$ cat config.mk
export PLATFORM = sky130hd
export DESIGN_NAME = rc_link_frame_parser
export DESIGN_NICKNAME = d
export VERILOG_FILES = /design/src/sv/rclfp_pkg.sv /design/src/sv/rclfp_dp.sv /design/src/sv/rclfp_ctrl.sv /design/src/sv/rc_link_frame_parser.sv
export SDC_FILE = /design/constraint.sdc
export NUM_CORES = 1
export LEC_CHECK = 0
export ABC_AREA = 1
export BUFFER_PORTS_ARGS = -buffer_cell sky130_fd_sc_hd__buf_2
export CAP_MARGIN = 40
export CORE_ASPECT_RATIO = 1.25
export CORE_MARGIN = 2
export CORE_UTILIZATION = 56
export DETAILED_ROUTE_END_ITERATION = 10
export GPL_TIMING_DRIVEN = 0
export PLACE_DENSITY = 0.75
export SLEW_MARGIN = 20
export SYNTH_ARGS = -nofsm -noshare
export SYNTH_HDL_FRONTEND = slang
export SYNTH_HIERARCHICAL = 1
export SYNTH_SLANG_ARGS = --single-unit
$ cat constraint.sdc
create_clock -name i_clk -period 4.4 [get_ports i_clk]
set_input_delay 0.22 -clock i_clk [delete_from_list [all_inputs] [get_ports i_clk]]
set_output_delay 0.22 -clock i_clk [all_outputs]
set_load 0.05 [all_outputs]
$ cat src/sv/rclfp_pkg.sv
`timescale 1ns / 1ps

package rclfp_pkg;

    // Frame store depth and number of unpacked channels.
    localparam int FRAME_DEPTH  = 64;
    localparam int NUM_CHANNELS = 14;

    localparam int ADDR_W = $clog2(FRAME_DEPTH);
    localparam int LEN_W  = $clog2(FRAME_DEPTH + 1);
    // Width for comparing lengths against bytes and register fields.
    localparam int CMP_W  = ((LEN_W > 8) ? LEN_W : 8) + 1;

    localparam int CHAN_BITS        = 11;
    localparam int RC_PAYLOAD_BYTES = 22;
    localparam int MIN_LEN          = 2;
    localparam int BYTES_PER_CHAN   = 3;

    localparam logic [7:0] CRC_POLY    = 8'hD5;
    localparam logic [7:0] QUAL_RESET  = 8'hFF;

    localparam logic [7:0] RST_SYNC_BYTE = 8'd200;
    localparam logic [6:0] RST_MAX_LEN   = 7'd62;
    localparam logic [7:0] RST_RC_TYPE   = 8'd22;
    localparam logic [7:0] RST_LS_TYPE   = 8'd20;
    localparam logic [5:0] RST_LS_SIZE   = 6'd10;
    localparam logic [5:0] RST_QUAL_OFS  = 6'd2;

    typedef enum logic [1:0] {
        KIND_CHAN       = 2'd0,
        KIND_CRC_ERR    = 2'd1,
        KIND_LINK_STATS = 2'd2,
        KIND_OTHER      = 2'd3
    } t_kind;

    typedef enum logic [2:0] {
        CFG_SYNC_BYTE = 3'd0,
        CFG_MAX_LEN   = 3'd1,
        CFG_RC_TYPE   = 3'd2,
        CFG_LS_TYPE   = 3'd3,
        CFG_LS_SIZE   = 3'd4,
        CFG_QUAL_OFS  = 3'd5
    } t_cfg_idx;

    typedef enum logic [3:0] {
        ST_SYNC,
        ST_LEN,
        ST_BODY,
        ST_PUT_ERR,
        ST_OTHER,
        ST_PUT_OTHER,
        ST_LS_RD,
        ST_LS_UPD,
        ST_PUT_LS,
        ST_CH_RD,
        ST_CH_WAIT,
        ST_CH_PUT
    } t_state;

    typedef struct packed {
        logic [7:0] sync_byte;
        logic [6:0] max_len;
        logic [7:0] rc_type;
        logic [7:0] ls_type;
        logic [5:0] ls_size;
        logic [5:0] qual_ofs;
    } t_cfg;

    typedef struct packed {
        logic  len_load;
        logic  body_wr;
        logic  rd_issue;
        logic  q_read;
        logic  count;
        logic  q_upd;
        logic  put;
        t_kind put_kind;
        logic  ch_next;
    } t_cmd;

    typedef struct packed {
        logic is_sync;
        logic len_ok;
        logic body_last;
        logic crc_ok;
        logic is_rc;
        logic is_ls;
        logic j_last;
        logic k_last;
        logic out_free;
    } t_sts;

    // One byte of CRC-8, MSB first, no reflection.
    function automatic logic [7:0] crc8_step(input logic [7:0] crc, input logic [7:0] data);
        logic [7:0] v;
        v = crc ^ data;
        for (int i = 0; i < 8; i++) begin
            v = v[7] ? ((v << 1) ^ CRC_POLY) : (v << 1);
        end
        return v;
    endfunction

endpackage

$ cat src/sv/rclfp_dp.sv
`timescale 1ns / 1ps

module rclfp_dp (
    input  logic               i_clk,
    input  logic               i_rst_n,
    input  rclfp_pkg::t_cfg    i_cfg,
    input  rclfp_pkg::t_cmd    i_cmd,
    input  logic [7:0]         i_data_byte,
    input  logic               i_out_stall,
    output rclfp_pkg::t_sts    o_sts,
    output logic               o_out_valid,
    output logic [1:0]         o_kind,
    output logic [3:0]         o_channel_index,
    output logic [10:0]        o_channel_value,
    output logic               o_failsafe,
    output logic [7:0]         o_link_quality,
    output logic [31:0]        o_frames_counted,
    output logic               o_last
);
    import rclfp_pkg::*;

    logic [7:0]       r_store [FRAME_DEPTH];
    logic [7:0]       r_mem_q;
    logic [LEN_W-1:0] r_len;
    logic [LEN_W-1:0] r_cnt;
    logic [7:0]       r_crc;
    logic [7:0]       r_type;
    logic [7:0]       r_quality;
    logic [31:0]      r_frames;
    logic [3:0]       r_k;
    logic [1:0]       r_j;
    logic             r_rd_pend;
    logic             r_rd_zero;
    logic [23:0]      r_w;

    logic             r_o_valid;
    logic [1:0]       r_o_kind;
    logic [3:0]       r_o_index;
    logic [10:0]      r_o_value;
    logic             r_o_failsafe;
    logic [7:0]       r_o_quality;
    logic [31:0]      r_o_frames;
    logic             r_o_last;

    logic [CMP_W-1:0]  byte_x;
    logic [CMP_W-1:0]  plen;
    logic              body_last;
    logic              k_last;
    logic              qual_in;
    logic [7:0]        pos;
    logic [7:0]        byte_idx;
    logic              rd_zero;
    logic [ADDR_W-1:0] ch_addr;
    logic [ADDR_W-1:0] q_addr;
    logic [ADDR_W-1:0] rd_addr;
    logic [ADDR_W-1:0] wr_addr;
    logic [CHAN_BITS-1:0] ch_val;

    always_comb begin
        byte_x    = CMP_W'(i_data_byte);
        plen      = CMP_W'(r_len) - CMP_W'(MIN_LEN);
        body_last = (r_cnt + LEN_W'(1)) == r_len;
        k_last    = r_k == 4'(NUM_CHANNELS - 1);
        qual_in   = CMP_W'(i_cfg.qual_ofs) < plen;

        // Channel k starts at bit 11*k of the payload; payload byte b sits at store b+1.
        pos      = 8'(r_k) * 8'(CHAN_BITS);
        byte_idx = (pos >> 3) + 8'(r_j);
        rd_zero  = byte_idx >= 8'(RC_PAYLOAD_BYTES);
        ch_addr  = ADDR_W'(byte_idx + 8'd1);
        q_addr   = ADDR_W'(CMP_W'(i_cfg.qual_ofs) + CMP_W'(1));
        rd_addr  = i_cmd.q_read ? q_addr : ch_addr;
        wr_addr  = r_cnt[ADDR_W-1:0];
        ch_val   = CHAN_BITS'(r_w >> pos[2:0]);

        o_sts.is_sync   = i_data_byte == i_cfg.sync_byte;
        o_sts.len_ok    = (byte_x >= CMP_W'(MIN_LEN)) && (byte_x <= CMP_W'(i_cfg.max_len))
                          && (byte_x <= CMP_W'(FRAME_DEPTH));
        o_sts.body_last = body_last;
        o_sts.crc_ok    = r_crc == i_data_byte;
        o_sts.is_rc     = (r_type == i_cfg.rc_type) && (plen == CMP_W'(RC_PAYLOAD_BYTES));
        o_sts.is_ls     = (r_type == i_cfg.ls_type) && (plen == CMP_W'(i_cfg.ls_size));
        o_sts.j_last    = r_j == 2'(BYTES_PER_CHAN - 1);
        o_sts.k_last    = k_last;
        o_sts.out_free  = !r_o_valid || !i_out_stall;
    end

    // Frame store: one write port, one registered read port.
    always_ff @(posedge i_clk) begin
        if (i_cmd.body_wr) begin
            r_store[wr_addr] <= i_data_byte;
        end
        if (i_cmd.rd_issue || i_cmd.q_read) begin
            r_mem_q <= r_store[rd_addr];
        end
    end

    always_ff @(posedge i_clk) begin
        if (!i_rst_n) begin
            r_len     <= '0;
            r_cnt     <= '0;
            r_crc     <= '0;
            r_quality <= QUAL_RESET;
            r_frames  <= '0;
            r_k       <= '0;
            r_j       <= '0;
            r_rd_pend <= 1'b0;
            r_o_valid <= 1'b0;
        end else begin
            if (i_cmd.len_load) begin
                r_len <= LEN_W'(i_data_byte);
                r_cnt <= '0;
                r_crc <= '0;
            end
            if (i_cmd.body_wr) begin
                r_cnt <= r_cnt + LEN_W'(1);
                if (!body_last) begin
                    r_crc <= crc8_step(r_crc, i_data_byte);
                end
                r_k <= '0;
                r_j <= '0;
            end
            if (i_cmd.rd_issue) begin
                r_j <= r_j + 2'd1;
            end
            if (i_cmd.ch_next) begin
                r_k <= r_k + 4'd1;
                r_j <= '0;
            end
            r_rd_pend <= i_cmd.rd_issue;
            if (i_cmd.count && (r_frames != '1)) begin
                r_frames <= r_frames + 32'd1;
            end
            if (i_cmd.q_upd && qual_in) begin
                r_quality <= r_mem_q;
            end
            if (i_cmd.put) begin
                r_o_valid <= 1'b1;
            end else if (!i_out_stall) begin
                r_o_valid <= 1'b0;
            end
        end
    end

    always_ff @(posedge i_clk) begin
        if (i_cmd.body_wr && (r_cnt == '0)) begin
            r_type <= i_data_byte;
        end
        if (i_cmd.rd_issue) begin
            r_rd_zero <= rd_zero;
        end
        // Bytes arrive low first and shift down, so three captures leave {b2, b1, b0}.
        if (r_rd_pend) begin
            r_w <= {(r_rd_zero ? 8'd0 : r_mem_q), r_w[23:8]};
        end
        if (i_cmd.put) begin
            r_o_kind     <= i_cmd.put_kind;
            r_o_index    <= (i_cmd.put_kind == KIND_CHAN) ? r_k : 4'd0;
            r_o_value    <= (i_cmd.put_kind == KIND_CHAN) ? ch_val : '0;
            r_o_failsafe <= r_quality == 8'd0;
            r_o_quality  <= r_quality;
            r_o_frames   <= r_frames;
            r_o_last     <= (i_cmd.put_kind != KIND_CHAN) || k_last;
        end
    end

    assign o_out_valid      = r_o_valid;
    assign o_kind           = r_o_kind;
    assign o_channel_index  = r_o_index;
    assign o_channel_value  = r_o_value;
    assign o_failsafe       = r_o_failsafe;
    assign o_link_quality   = r_o_quality;
    assign o_frames_counted = r_o_frames;
    assign o_last           = r_o_last;

endmodule

$ cat src/sv/rclfp_ctrl.sv
`timescale 1ns / 1ps

module rclfp_ctrl (
    input  logic            i_clk,
    input  logic            i_rst_n,
    input  logic            i_in_valid,
    input  rclfp_pkg::t_sts i_sts,
    output rclfp_pkg::t_cmd o_cmd,
    output logic            o_in_stall
);
    import rclfp_pkg::*;

    t_state r_state;
    t_state n_state;

    always_ff @(posedge i_clk) begin
        if (!i_rst_n) begin
            r_state <= ST_SYNC;
        end else begin
            r_state <= n_state;
        end
    end

    always_comb begin
        n_state = r_state;
        unique case (r_state)
            ST_SYNC: begin
                if (i_in_valid && i_sts.is_sync) begin
                    n_state = ST_LEN;
                end
            end
            ST_LEN: begin
                if (i_in_valid) begin
                    n_state = i_sts.len_ok ? ST_BODY : ST_SYNC;
                end
            end
            ST_BODY: begin
                if (i_in_valid && i_sts.body_last) begin
                    if (!i_sts.crc_ok) begin
                        n_state = ST_PUT_ERR;
                    end else if (i_sts.is_rc) begin
                        n_state = ST_CH_RD;
                    end else if (i_sts.is_ls) begin
                        n_state = ST_LS_RD;
                    end else begin
                        n_state = ST_OTHER;
                    end
                end
            end
            ST_PUT_ERR, ST_PUT_OTHER, ST_PUT_LS: begin
                if (i_sts.out_free) begin
                    n_state = ST_SYNC;
                end
            end
            ST_OTHER:   n_state = ST_PUT_OTHER;
            ST_LS_RD:   n_state = ST_LS_UPD;
            ST_LS_UPD:  n_state = ST_PUT_LS;
            ST_CH_RD: begin
                if (i_sts.j_last) begin
                    n_state = ST_CH_WAIT;
                end
            end
            ST_CH_WAIT: n_state = ST_CH_PUT;
            ST_CH_PUT: begin
                if (i_sts.out_free) begin
                    n_state = i_sts.k_last ? ST_SYNC : ST_CH_RD;
                end
            end
            default:    n_state = ST_SYNC;
        endcase
    end

    always_comb begin
        o_cmd      = '0;
        o_in_stall = 1'b1;
        unique case (r_state)
            ST_SYNC: begin
                o_in_stall = 1'b0;
            end
            ST_LEN: begin
                o_in_stall     = 1'b0;
                o_cmd.len_load = i_in_valid && i_sts.len_ok;
            end
            ST_BODY: begin
                o_in_stall    = 1'b0;
                o_cmd.body_wr = i_in_valid;
            end
            ST_PUT_ERR: begin
                o_cmd.put      = i_sts.out_free;
                o_cmd.put_kind = KIND_CRC_ERR;
            end
            ST_OTHER: begin
                o_cmd.count = 1'b1;
            end
            ST_PUT_OTHER: begin
                o_cmd.put      = i_sts.out_free;
                o_cmd.put_kind = KIND_OTHER;
            end
            ST_LS_RD: begin
                o_cmd.q_read = 1'b1;
                o_cmd.count  = 1'b1;
            end
            ST_LS_UPD: begin
                o_cmd.q_upd = 1'b1;
            end
            ST_PUT_LS: begin
                o_cmd.put      = i_sts.out_free;
                o_cmd.put_kind = KIND_LINK_STATS;
            end
            ST_CH_RD: begin
                o_cmd.rd_issue = 1'b1;
            end
            ST_CH_WAIT: begin
                o_cmd = '0;
            end
            ST_CH_PUT: begin
                o_cmd.put      = i_sts.out_free;
                o_cmd.put_kind = KIND_CHAN;
                o_cmd.ch_next  = i_sts.out_free;
            end
            default: begin
                o_cmd = '0;
            end
        endcase
    end

endmodule

$ cat src/sv/rc_link_frame_parser.sv
`timescale 1ns / 1ps

// Serial RC link frame parser. Received bytes enter on the input channel
// (i_in_valid, o_in_stall, i_data_byte); one transfer carries one byte. The block
// hunts for the sync byte, reads a length byte, then collects type, payload and
// CRC-8 (poly 0xD5) into a 64-byte frame store. Results leave on the output
// channel (o_out_valid, i_out_stall) from an output register; o_last marks the
// final result of a frame. Configuration registers are written through
// i_cfg_we / i_cfg_index / i_cfg_data, one register per cycle; the user must write
// them only while no frame is being received and no result is pending, as the
// block itself does not enforce this. Throughput: one byte per cycle while a
// frame is being received. After the final byte the input stalls while results
// are produced: an output step for a CRC error; a count step and an output step
// for another valid frame; a quality read, a quality update and an output step
// for link statistics; and three store reads, one read wait and one output step
// per 11-bit channel of an RC frame, all 14 of them. Each result is valid on the
// output from the edge that ends its step; a stall holds the pending result and
// the sequencer. Reset (synchronous, active low) restores register defaults,
// sets link quality to 255, clears the frame counter and returns to sync hunting.

module rc_link_frame_parser (
    input  logic        i_clk,
    input  logic        i_rst_n,
    input  logic        i_cfg_we,
    input  logic [2:0]  i_cfg_index,
    input  logic [7:0]  i_cfg_data,
    input  logic        i_in_valid,
    output logic        o_in_stall,
    input  logic [7:0]  i_data_byte,
    output logic        o_out_valid,
    input  logic        i_out_stall,
    output logic [1:0]  o_kind,
    output logic [3:0]  o_channel_index,
    output logic [10:0] o_channel_value,
    output logic        o_failsafe,
    output logic [7:0]  o_link_quality,
    output logic [31:0] o_frames_counted,
    output logic        o_last
);
    import rclfp_pkg::*;

    t_cfg r_cfg;
    t_cmd cmd;
    t_sts sts;

    // Register file; indexes beyond the last register are ignored.
    always_ff @(posedge i_clk) begin
        if (!i_rst_n) begin
            r_cfg.sync_byte <= RST_SYNC_BYTE;
            r_cfg.max_len   <= RST_MAX_LEN;
            r_cfg.rc_type   <= RST_RC_TYPE;
            r_cfg.ls_type   <= RST_LS_TYPE;
            r_cfg.ls_size   <= RST_LS_SIZE;
            r_cfg.qual_ofs  <= RST_QUAL_OFS;
        end else if (i_cfg_we) begin
            unique case (t_cfg_idx'(i_cfg_index))
                CFG_SYNC_BYTE: r_cfg.sync_byte <= i_cfg_data;
                CFG_MAX_LEN:   r_cfg.max_len   <= i_cfg_data[6:0];
                CFG_RC_TYPE:   r_cfg.rc_type   <= i_cfg_data;
                CFG_LS_TYPE:   r_cfg.ls_type   <= i_cfg_data;
                CFG_LS_SIZE:   r_cfg.ls_size   <= i_cfg_data[5:0];
                CFG_QUAL_OFS:  r_cfg.qual_ofs  <= i_cfg_data[5:0];
                default:       r_cfg           <= r_cfg;
            endcase
        end
    end

    // Sequencer: frame phases and the result generation steps.
    rclfp_ctrl u_ctrl (
        .i_clk      (i_clk),
        .i_rst_n    (i_rst_n),
        .i_in_valid (i_in_valid),
        .i_sts      (sts),
        .o_cmd      (cmd),
        .o_in_stall (o_in_stall)
    );

    // Frame store, CRC, link state, channel unpacking and the output register.
    rclfp_dp u_dp (
        .i_clk            (i_clk),
        .i_rst_n          (i_rst_n),
        .i_cfg            (r_cfg),
        .i_cmd            (cmd),
        .i_data_byte      (i_data_byte),
        .i_out_stall      (i_out_stall),
        .o_sts            (sts),
        .o_out_valid      (o_out_valid),
        .o_kind           (o_kind),
        .o_channel_index  (o_channel_index),
        .o_channel_value  (o_channel_value),
        .o_failsafe       (o_failsafe),
        .o_link_quality   (o_link_quality),
        .o_frames_counted (o_frames_counted),
        .o_last           (o_last)
    );

endmodule
==> impl_metrics.ini <==
[pwr]
static-leakage-power_nw = 13.70
p_per_area_mw_per_mm2 = 486.6
combinationalPowerShare_pct = 25.0
sw_share_pct = 31.18
share_seq_of_total_power_pct = 43.0
switching_power_total_mw = 5.725
p_int_mw = 12.63
vdd.ir_drop.worst_v = 0.0004499
power.total_mw = 18.36
pwr-share-clk_pct = 31.9

[worst_hold_path]
hold_path.class = primary input to flop
hold_start = i_cfg_index[0]
worst_hold_path.endpoint = r_cfg[21]
min_delay_path_depth = 5

[detailed_routing]
first_pass_iters = 6
wire_per_inst_um = 21.79
via_count = 24180
route.detailed.vias_per_inst = 5.951
drt-total-wl_um = 88520
detail_route.drc_violations = 0
drtAntennaViolNets = 0
drt_first_iter_violations = 2733

[timing]
min_period_over_period_pct = 98.93
timing.fmax_mhz = 229.7
worst_slew_pin_slew_ns = 0.9443
skew_ns = 0.02492
final_max_slew_viol_count = 0
slew_headroom_pct = 36.87
final_period_minus_worst_setup_slack_ns = 4.353
fin_hold_ws_ns = 0.03789
rsz_0062_raised_after_global_routing = true
setup_viol = 0
setup_tns_ns = 0
worst_slack_ns = 0.04702
finalHoldViolations = 0

[finish]
antennaDiodeCount = 0
fill_cells = 4258
post_route_cells_drive_above_1_share_pct = 15.73
area.growth.synth_to_final_pct = 17.22
num-nets-final = 3318
regArea_mm2 = 0.02073
multiInputGateArea_mm2 = 0.01133
fin_cells = 4063

[global_routing]
first_global_vias = 23410
grt.met1_usage_pct = 35.16
grt_util_met2_pct = 50.57
globalRoute.busiestLayer = met2
antenna_violations_before_repair = 0
grt_remaining_overflow = 0
global_route.usage.met3_pct = 4.355
grt_pass1_wl_um = 131800
grt_use_total_pct = 29.37
grt_start_max_net_pins = 72

[synth]
synth_largest_type_area_fraction_pct = 57.09
netlist_area_mm2 = 0.03219
avgSynthCellArea_um2 = 10.53
yosys_warnings = 6
yosys_register_bits = 729
syn_nets = 3117
synth_top_area_cell = sky130_fd_sc_hd__edfxtp_1
number_of_standard_cells_after_synthesis = 3058
synth_seq_area_share_pct = 64.37
synthFlopType = sky130_fd_sc_hd__edfxtp_1
synth-edff-count = 612
synth.area.top_cells = sky130_fd_sc_hd__edfxtp_1, sky130_fd_sc_hd__dfxtp_1, sky130_fd_sc_hd__nand2_1
async_set_reset_flop_share_out_of_synthesis_pct = 0
post_synthesis_cell_type_count = 55

[placement]
io_buffers = 84
place_inst = 3906
final_weighted_congestion_of_routability_driven_global_placement = 1.065
post-place-ws_ns = -0.7825
hpwl_after_detailed_placement_um = 58590

[floorplanning]
start_util_pct = 56.46
num_rows = 98
fp.dieW_um = 218.4
coreArea_mm2 = 0.05702
die_area_mm2 = 0.05943
die_y_um = 272.1
ioPinCount = 85

[setup_path]
max_stage_delay_ns = 0.54
reg2reg_to = u_dp/r_mem_q[7]
crit_path_start_kind = flop
critPathLaunch = u_dp/r_k[2]
critPathMostFrequentCell = sky130_fd_sc_hd__nand2_1
crit_type = flop to flop
worst_path_dominant_cell_family = adder cells
timing.critical_path.slowest_stage_cell = sky130_fd_sc_hd__fa_1
crit_path_cell_trace = ha_4 > ha_4 > inv_1 > fa_1 > inv_1 > ha_2 > fa_1 > inv_1 > o21ai_2 > ha_4 > buf_8 > clkbuf_2 > o31ai_1 > nand3_1 > nand2_1 > nand2_1 > nand2_1 > nand2_1 > nand2_1 > nand2_1 > nand2_1
worstPathArrival_ns = 4.84
reg2regPathDepth = 21
crit_fanout = 10
reg2reg_setup_slack_ns = 0.05
rr_startpoint = u_dp/r_k[2]
crit_path_end_kind = flop
worstPathBufferInverterCount = 5
critical_path_required_ns = 4.88

[run_status]
run_status = finished, final reports clean

[cts]
clk_root_buffer_cell = sky130_fd_sc_hd__clkbuf_16
cts-root-to-sink-buffers = 3
cts_tree = built
cts.htree.levels = 3
cts_made_buffers = 70
clock_sink_count = 729
clock_latency_ns = 0.63
clk_pin_slew_ns = 0.06

[run]
cap_viol_max_count = 0
-- layer usage --
layer | wire [um] | share of wire [%] | vias to the layer above
met5 | 0 | 0 | -
met4 | 5112 | 5.8 | 0
met3 | 6547 | 7.4 | 271
met2 | 44290 | 50 | 1169
met1 | 32560 | 37 | 11710
li1 | - | - | 11030
-- synthesized netlist by cell type, drive strengths merged (2+ instances only) --
library cell and instances:
edfxtp 612, a31oi 5, o21a 69, nand4 19
a211oi 4, nand3 170, a21boi 2, nand3b 6
o32ai 64, nor4 12, fa 2, nand2 636
xor2 35, ha 33, xnor2 33, mux2i 8
nor2 556, a21o 2, dfxtp 117, o211ai 12
or2 9, nor3 28, o31ai 64, clkinv 3
clkbuf 66, o21ai 178, a21oi 71, buf 81
inv 152
-- cell families after synthesis --
logic type | count (synthesis) | synth area share (%)
compound gates | 478 | 9.484
xor+xnor | 68 | 1.874
fa+ha+maj | 35 | 1.407
buf+inv | 302 | 4.085
flops | 729 | 64.37
mux | 8 | 0.2488
simple gates | 1438 | 18.53
-- registers in the layout, summed over array words and instances, names as in the netlist, 11 cells and up --
signal                 count
r_cfg                     43
u_dp/o_frames_counted     32
u_dp/o_channel_value      11
u_dp/r_store             512
u_dp/r_w                  24
u_dp/r_frames             32
-- metrics by stage --
step                      utilization [%]  area (um2)
final                               66.18       37730
after floorplan                         -       32200
after detailed placement            59.30       33810
after global placement              58.85       33550
after global routing                66.18       37730
after CTS                           65.35       37260
-- worst register-to-register path: cells and delay by family, from the launching register on --
kind / cells / cell delay [ns]
simple gates: 8 / 0.77
fa+ha+maj: 6 / 1.99
compound gates: 2 / 0.59
flops: 1 / 0.37
buf+inv: 5 / 0.54
-- layout by cell type, fill, tap and decap left out, drive strengths merged, types with 33 or more instances in the layout --
cell / synthesis / routed
a21oi: 71 / 71
o32ai: 64 / 64
o21a: 69 / 69
nor2: 556 / 556
xor2: 35 / 35
buf: 81 / 206
ha: 33 / 33
o31ai: 64 / 64
edfxtp: 612 / 612
xnor2: 33 / 33
inv: 152 / 155
nand2: 636 / 636
o21ai: 178 / 178
dfxtp: 117 / 117
clkbuf: 66 / 150
nand3: 170 / 170
-- how the worst max path moves through the flow --
stage,depth (start not counted),end,slack [ns]
3_5_place_dp,23,u_dp/r_mem_q[7],-0.78
2_1_floorplan,23,u_dp/r_mem_q[6],0.39
5_1_grt,21,u_dp/r_mem_q[7],-0.07
4_1_cts,24,u_dp/r_mem_q[6],0.005
3_3_place_gp,24,u_dp/r_mem_q[3],-1.01
6_report,21,u_dp/r_mem_q[7],0.05
-- timing repair --
item | 4_1_cts | 5_1_grt
hold endpoints to repair | 35 | 6
hold buffers | 13 | 1
pin swaps | 12 | 11
buffers inserted | 0 | 2
gates resized for setup | 225 | 76
gates cloned | 0 | 2
setup endpoints to repair | 8 | 8
-- cell type report --
type / instances / area share, %
clock buffers: 94 / 5.110
clock inverters: 32 / 0.7627
repair buffers: 130 / 2.696
multi-input cells: 2027 / 30.02
flip-flops and latches: 729 / 54.94
inverters: 155 / 1.549
plain buffers: 146 / 2.434
well taps: 750 / 2.487
-- power by group through the flow --
stage / Sequential [mW] / Clock (mW) / Combinational [mW]
floorplan: 8.50 / 0 / 2.12
global route: 7.92 / 6.19 / 4.88
finish: 7.90 / 5.86 / 4.60
detailed placement: 8.05 / 0 / 3.84
CTS: 7.90 / 5.92 / 4.36
global placement: 8.08 / 0 / 3.68
No activity file was read; power rests on OpenSTA's default activity.
